### src/rtl/spfd_pkg.sv
// shared types and constants for the single precision float divider
`default_nettype none
package spfd_pkg;
   localparam int unsigned MantWidth = 24;
   localparam int unsigned QuoWidth  = 25;
   localparam logic [7:0]  ExpBias   = 8'd127;
   localparam logic [31:0] PosInf    = 32'h7F80_0000;

   typedef enum logic [2:0] {
      STATUS_NORMAL        = 3'd0,
      STATUS_ZERO_DIVIDEND = 3'd1,
      STATUS_DIV_ZERO      = 3'd2,
      STATUS_UNDERFLOW     = 3'd3,
      STATUS_OVERFLOW      = 3'd4
   } status_type;

   // everything except the partial remainder and quotient travels alongside
   typedef struct packed {
      logic             valid;
      logic             sign;
      logic signed [9:0] exp_diff;
      logic [2:0]       special;
      logic [MantWidth-1:0] divisor;
   } ctrl_type;
endpackage
`default_nettype wire

### src/rtl/spfd_cell.sv
// one restoring division cell: produces one quotient bit per stage
`default_nettype none
module spfd_cell (
   input  wire logic                    clock,
   input  wire logic                    reset,
   input  wire logic                    advance,
   input  wire spfd_pkg::ctrl_type      ctrl_in,
   input  wire logic [24:0]             rem_in,
   input  wire logic [24:0]             quo_in,
   output spfd_pkg::ctrl_type           ctrl_out,
   output logic [24:0]                  rem_out,
   output logic [24:0]                  quo_out
);
   import spfd_pkg::*;

   ctrl_type    ctrl_ff;
   logic [24:0] rem_ff, rem_in_next;
   logic [24:0] quo_ff, quo_in_next;
   logic [25:0] trial;
   logic        bit_q;

   // remainder stays below twice the divisor, so 25 bits suffice
   always_comb begin
      trial       = {1'b0, rem_in} - {2'b00, ctrl_in.divisor};
      bit_q       = !trial[25];
      rem_in_next = bit_q ? {trial[23:0], 1'b0} : {rem_in[23:0], 1'b0};
      quo_in_next = {quo_in[23:0], bit_q};
   end

   always_ff @(posedge clock) begin
      if (reset) begin
         ctrl_ff.valid <= 1'b0;
      end else if (advance) begin
         ctrl_ff.valid <= ctrl_in.valid;
      end
      if (advance) begin
         ctrl_ff.sign     <= ctrl_in.sign;
         ctrl_ff.exp_diff <= ctrl_in.exp_diff;
         ctrl_ff.special  <= ctrl_in.special;
         ctrl_ff.divisor  <= ctrl_in.divisor;
         rem_ff           <= rem_in_next;
         quo_ff           <= quo_in_next;
      end
   end

   assign ctrl_out = ctrl_ff;
   assign rem_out  = rem_ff;
   assign quo_out  = quo_ff;
endmodule
`default_nettype wire

### src/rtl/single_precision_float_divider.sv
// top level: pipelined truncating single precision divider
// Usage: present dividend and divisor bit patterns on req_* with req_valid; the
// quotient pattern and status come back on rsp_* with rsp_valid.
// The significand division is a row of 25 restoring cells, one quotient bit
// each, followed by one output register: the first cell loads at the accepting
// edge, and rsp_valid rises once the last cell's result is in the output register.
// One transaction per cycle unless stalled; the whole row advances together.
// When the receiver stalls (rsp_valid high, rsp_ready low) the row holds and
// req_ready drops; bubbles in the row are not compressed, and req_ready is
// high whenever the output register is empty or being drained.
// Synchronous reset empties all stages; no transaction is lost or invented.
// Zero operands, underflow and overflow are flagged on rsp_status.
`default_nettype none
module single_precision_float_divider (
   input  wire logic        clock,
   input  wire logic        reset,
   input  wire logic        req_valid,
   output logic             req_ready,
   input  wire logic [31:0] req_dividend_bits,
   input  wire logic [31:0] req_divisor_bits,
   output logic             rsp_valid,
   input  wire logic        rsp_ready,
   output logic [31:0]      rsp_quotient_bits,
   output logic [2:0]       rsp_status
);
   import spfd_pkg::*;

   localparam int unsigned Stages = QuoWidth;

   ctrl_type    ctrl  [Stages+1];
   logic [24:0] rem   [Stages+1];
   logic [24:0] quo   [Stages+1];
   logic        advance;
   logic        out_valid_ff;
   logic [31:0] out_q_ff;
   logic [2:0]  out_st_ff;
   logic [31:0] q_in;
   logic [2:0]  st_in;
   logic signed [9:0] exp_z;
   ctrl_type    last;

   assign advance   = !out_valid_ff || rsp_ready;
   assign req_ready = advance;

   always_comb begin
      ctrl[0].valid    = req_valid;
      ctrl[0].sign     = req_dividend_bits[31] ^ req_divisor_bits[31];
      ctrl[0].exp_diff = $signed({2'b00, req_dividend_bits[30:23]})
                       - $signed({2'b00, req_divisor_bits[30:23]});
      ctrl[0].divisor  = {1'b1, req_divisor_bits[22:0]};
      if (req_dividend_bits[30:0] == 31'd0) begin
         ctrl[0].special = STATUS_ZERO_DIVIDEND;
      end else if (req_divisor_bits[30:0] == 31'd0) begin
         ctrl[0].special = STATUS_DIV_ZERO;
      end else begin
         ctrl[0].special = STATUS_NORMAL;
      end
      rem[0] = {1'b0, 1'b1, req_dividend_bits[22:0]};
      quo[0] = '0;
   end

   for (genvar i = 0; i < Stages; i++) begin : g_cell
      spfd_cell u_cell (
         .clock    (clock),
         .reset    (reset),
         .advance  (advance),
         .ctrl_in  (ctrl[i]),
         .rem_in   (rem[i]),
         .quo_in   (quo[i]),
         .ctrl_out (ctrl[i+1]),
         .rem_out  (rem[i+1]),
         .quo_out  (quo[i+1])
      );
   end

   assign last = ctrl[Stages];

   always_comb begin
      exp_z = last.exp_diff + $signed({2'b00, ExpBias});
      if (!quo[Stages][24]) begin
         exp_z = exp_z - 10'sd1;
      end
      q_in  = {last.sign, exp_z[7:0],
               quo[Stages][24] ? quo[Stages][23:1] : quo[Stages][22:0]};
      st_in = STATUS_NORMAL;
      priority if (last.special == STATUS_ZERO_DIVIDEND) begin
         q_in  = '0;
         st_in = STATUS_ZERO_DIVIDEND;
      end else if (last.special == STATUS_DIV_ZERO) begin
         q_in  = PosInf;
         st_in = STATUS_DIV_ZERO;
      end else if (exp_z <= 10'sd0) begin
         q_in  = '0;
         st_in = STATUS_UNDERFLOW;
      end else if (exp_z >= 10'sd255) begin
         q_in  = PosInf;
         st_in = STATUS_OVERFLOW;
      end else begin
         st_in = STATUS_NORMAL;
      end
   end

   always_ff @(posedge clock) begin
      if (reset) begin
         out_valid_ff <= 1'b0;
      end else if (advance) begin
         out_valid_ff <= last.valid;
      end
      if (advance) begin
         out_q_ff  <= q_in;
         out_st_ff <= st_in;
      end
   end

   assign rsp_valid         = out_valid_ff;
   assign rsp_quotient_bits = out_q_ff;
   assign rsp_status        = out_st_ff;
endmodule
`default_nettype wire

### config.mk
export PLATFORM = sky130hd
export DESIGN_NAME = single_precision_float_divider
export DESIGN_NICKNAME = d
export VERILOG_FILES = /design/src/rtl/spfd_pkg.sv /design/src/rtl/spfd_cell.sv /design/src/rtl/single_precision_float_divider.sv
export SDC_FILE = /design/constraint.sdc
export NUM_CORES = 2
export LEC_CHECK = 0
export ABC_CLOCK_PERIOD_IN_PS = 56200
export BUFFER_PORTS_ARGS = -buffer_cell sky130_fd_sc_hd__buf_2
export CORE_MARGIN = 4
export CORE_UTILIZATION = 55
export DETAILED_ROUTE_END_ITERATION = 8
export PLACE_DENSITY = 0.74
export SLEW_MARGIN = 20
export SYNTH_ARGS = -nofsm -noshare
export SYNTH_HDL_FRONTEND = slang
export SYNTH_SLANG_ARGS = --single-unit
### constraint.sdc
create_clock -name clock -period 56.2 [get_ports clock]
set_input_delay 2.81 -clock clock [delete_from_list [all_inputs] [get_ports clock]]
set_output_delay 2.81 -clock clock [all_outputs]
set_load 0.03 [all_outputs]
==> results.toml <==
[status]
status = "complete, no violations"

[critical_path]
timing.critical_path.fanout_max = 105
worstPathCellList = "buf_2 -> nor2b_4 -> inv_8 -> buf_2"
cp_slowest_stage_delay_ps = 540
category_of_the_most_critical_setup_path = "in2out"
cp_slowest_cell = "sky130_fd_sc_hd__nor2b_4"
worst-endpoint-arrival_ps = 4210
worst_path_dominant_cell_family = "buffers and inverters"
critical_path.endpoint_type = "output port"
critPathBufInv = 3
kind_of_start_point_of_the_critical_path = "primary input"
critical_path_required_ps = 53390
crit_top_cell = "sky130_fd_sc_hd__buf_2"

[clocking]
cts_hold_buffers = 0
cts-htree-levels = 4
tritoncts = "done"
ctsRootBufferMaster = "sky130_fd_sc_hd__clkbuf_16"
cts-buffers-inserted = 185
clock_latency_ps = 810
post_cts_resized = 0
cts_setup_buffers = 0
ctsLongestPathBuffers = 3
clk_sink_count = 1814
clkTransAtPathRegs_ps = 60

[die]
chipWidth_um = 411
floorplan.rows = 147
start_util = 0.554
fp.dieH_um = 411
number_of_top_level_pins = 105
fp.dieArea_um2 = 169000
std_cell_core_area_um2 = 161000

[job]
timing.max_cap.violations = 0

[sta]
setup_viol_count_final = 0
layout_min_cycle_time_ps = 7020
worst_slew_pin_slew_ps = 1130
fin_skew_ps = 37.6
hold_slack_ps = 396
timing.slew.headroom = 0.244
grt_setup_unrepaired = "no"
final_critical_path_setup_slack_ps = 49180
final.setup.tns_ps = 0
count_of_final_max_slew_check_failures = 0
layout_worst_path_cycle_share = 0.125
timing_limited_maximum_frequency_mhz = 142
timing_hold_violations_final = 0

[final_layout]
n_fill_cell = 11985
num-nets-final = 7891
layout_commonest_cell = "sky130_fd_sc_hd__edfxtp_1"
area.sequential_um2 = 54200
antenna_cells = 0
finish.utilization = 0.612
layout.cells.most_common_list = "1788 x sky130_fd_sc_hd__edfxtp_1, 695 x sky130_fd_sc_hd__inv_1, 563 x sky130_fd_sc_hd__ha_1"
multi_input_comb_area_um2 = 32000
area_of_all_placed_cells_without_fillers_um2 = 98400
drive_above_1_share = 0.104
area_growth_syn_to_layout_pct = 10.3

[grt]
global_route.overflow_total = 0
globalRouteTotalUtil = 0.187
grt_first_pass_wirelength_um = 262000
grt_pass1_vias = 54700
grt_max_degree = 210
antenna_found_initial = 0

[detailed_routing]
first_iter_violations = 3654
post_detailed_route_via_to_cell_ratio = 5.59
wl_um = 159000
wl_per_cell_um = 16.6
first_pass_iters = 8
drt.antenna.violating_nets = 0
route.detailed.drc = 0
via_count = 53383

[logic_synthesis]
yosys.area.top_type_share = 0.602
netlist_area_um2 = 89200
synth_seq_area_share = 0.608
async_reset_ff_frac = 0
synth-edff-count = 1788
ys.warnings.count = 0
syn_inst = 7006
avgSynthCellArea_um2 = 12.7
synth_largest_area_cell = "sky130_fd_sc_hd__edfxtp_1"
synth_seq_cells = 1814
netlist_top_cells_area = "sky130_fd_sc_hd__edfxtp_1 60%, sky130_fd_sc_hd__ha_1 7.9%, sky130_fd_sc_hd__a21oi_1 3.1%"
synth_fp_nets = 7662
yosysUniqueCellTypes = 90
dominantRegCellSynth = "sky130_fd_sc_hd__edfxtp_1"

[power_and_ir_drop]
max-vdd-ir-drop_mv = 0.0528
total_leakage_power_nw = 40.8
comb_power_share = 0.390
power.density_cell_area_nw_per_um2 = 57.4
p_clk_frac = 0.213
share_seq_of_total_power = 0.397
p_sw_frac = 0.335
total_switching_power_mw = 1.89
power_report.internal_total_mw = 3.76

[placed_design]
postPlaceCellArea_um2 = 92400
dp_hpwl_um = 113000
pre_cts_slack_ps = 47910
buffer_ports.inserted = 104
gpl.final_weighted_congestion = 0.904

[worst_hold_path]
min-delay-path-class = "reg2reg"
-- metal layers --
layer,part of all wire,track usage
met1,0.39,0.204
met2,0.55,0.362
met3,0.032,0.0275
met4,0.035,0.0731
met5,0,0
-- worst register-to-register path, cell delays in order (launching register included) --
cell and delay (ps):
sky130_fd_sc_hd__dfxtp_1 320, sky130_fd_sc_hd__nor2b_4 230, sky130_fd_sc_hd__inv_8 490, sky130_fd_sc_hd__buf_4 810
sky130_fd_sc_hd__buf_4 620, sky130_fd_sc_hd__buf_4 670, sky130_fd_sc_hd__buf_4 950, sky130_fd_sc_hd__buf_6 740
-- worst paths after layout --
kind / startpoint / to / slack (ps) / cells past startpoint
max: rsp_ready / req_ready / 49180 / 4
max reg2reg: rsp_valid / g_cell[0].u_cell.ctrl_out[3] / 50910 / 7
min: g_cell[21].u_cell.quo_out[2] / g_cell[22].u_cell.quo_out[3] / 400 / 0
min reg2reg: g_cell[21].u_cell.quo_out[2] / g_cell[22].u_cell.quo_out[3] / 400 / 0
-- power by group through the flow --
stage	Sequential, mW	Combinational (mW)	Clock [mW]
floorplan	2.21	1.75	0
global placement	2.25	2.09	0
detailed placement	2.27	2.17	0
CTS	2.25	2.20	1.24
global route	2.29	2.45	1.30
finish	2.25	2.20	1.20
-- cells in the mapped netlist (26+ instances only) --
cell type                     n
sky130_fd_sc_hd__xor2_1     163
sky130_fd_sc_hd__ha_1       563
sky130_fd_sc_hd__o31ai_1     36
sky130_fd_sc_hd__nand2b_1   106
sky130_fd_sc_hd__xnor2_1    285
sky130_fd_sc_hd__and2_1      38
sky130_fd_sc_hd__nor3_1      84
sky130_fd_sc_hd__o21ai_1     30
sky130_fd_sc_hd__edfxtp_1  1788
sky130_fd_sc_hd__dfxtp_1     26
sky130_fd_sc_hd__a211oi_1    31
sky130_fd_sc_hd__mux2_2     236
sky130_fd_sc_hd__inv_1      695
sky130_fd_sc_hd__a21o_1     184
sky130_fd_sc_hd__or3_1       27
sky130_fd_sc_hd__clkbuf_1    49
sky130_fd_sc_hd__o21bai_1    51
sky130_fd_sc_hd__o211ai_1    30
sky130_fd_sc_hd__mux2i_1     42
sky130_fd_sc_hd__a21oi_1    549
sky130_fd_sc_hd__or2_2       31
sky130_fd_sc_hd__nor2b_1    107
sky130_fd_sc_hd__nor2_1     409
sky130_fd_sc_hd__nand2_1    409
sky130_fd_sc_hd__a31oi_1     49
sky130_fd_sc_hd__and3_1      59
sky130_fd_sc_hd__o21ai_0    334
sky130_fd_sc_hd__o21a_1     105
sky130_fd_sc_hd__buf_2       40
sky130_fd_sc_hd__nand3_1     85
-- flip-flops by register name, indices dropped and copies added (netlist names) --
signal and flops:
rsp_valid 1, rsp_status 3, g_cell.u_cell.ctrl_out 877, g_cell.u_cell.rem_out 576
g_cell.u_cell.quo_out 325, rsp_quotient_bits 32
-- through the flow --
step | instances | power (mW)
6_report | 9547 | 5.65
3_5_place_dp | 9208 | 4.44
4_1_cts | 9547 | 5.68
3_3_place_gp | 9208 | 4.34
5_1_grt | 9547 | 6.03
2_1_floorplan | 7006 | 3.95
-- logic make-up (layout without fill, tap and decap cells) --
kind of cell             count (synthesis)  after routing  share of synthesized area
XOR/XNOR                               448            448                     0.0440
AO/OA/AOI/OAI                         1615           1615                      0.114
adder cells (fa/ha/maj)                588            588                     0.0846
flip-flops                            1814           1814                      0.608
buffers and inverters                  800           1181                     0.0348
multiplexers                           299            299                     0.0378
AND/OR/NAND/NOR                       1442           1442                     0.0770
-- area by class of cell --
type,instances,area share
clock buffer,228,0.0496
sequential,1814,0.551
multi-input combinational,4392,0.325
timing repair buffer,146,0.00879
clock inverter,111,0.0117
inverter,696,0.0266
tap,2160,0.0275
(Power assumes the default switching activity.)
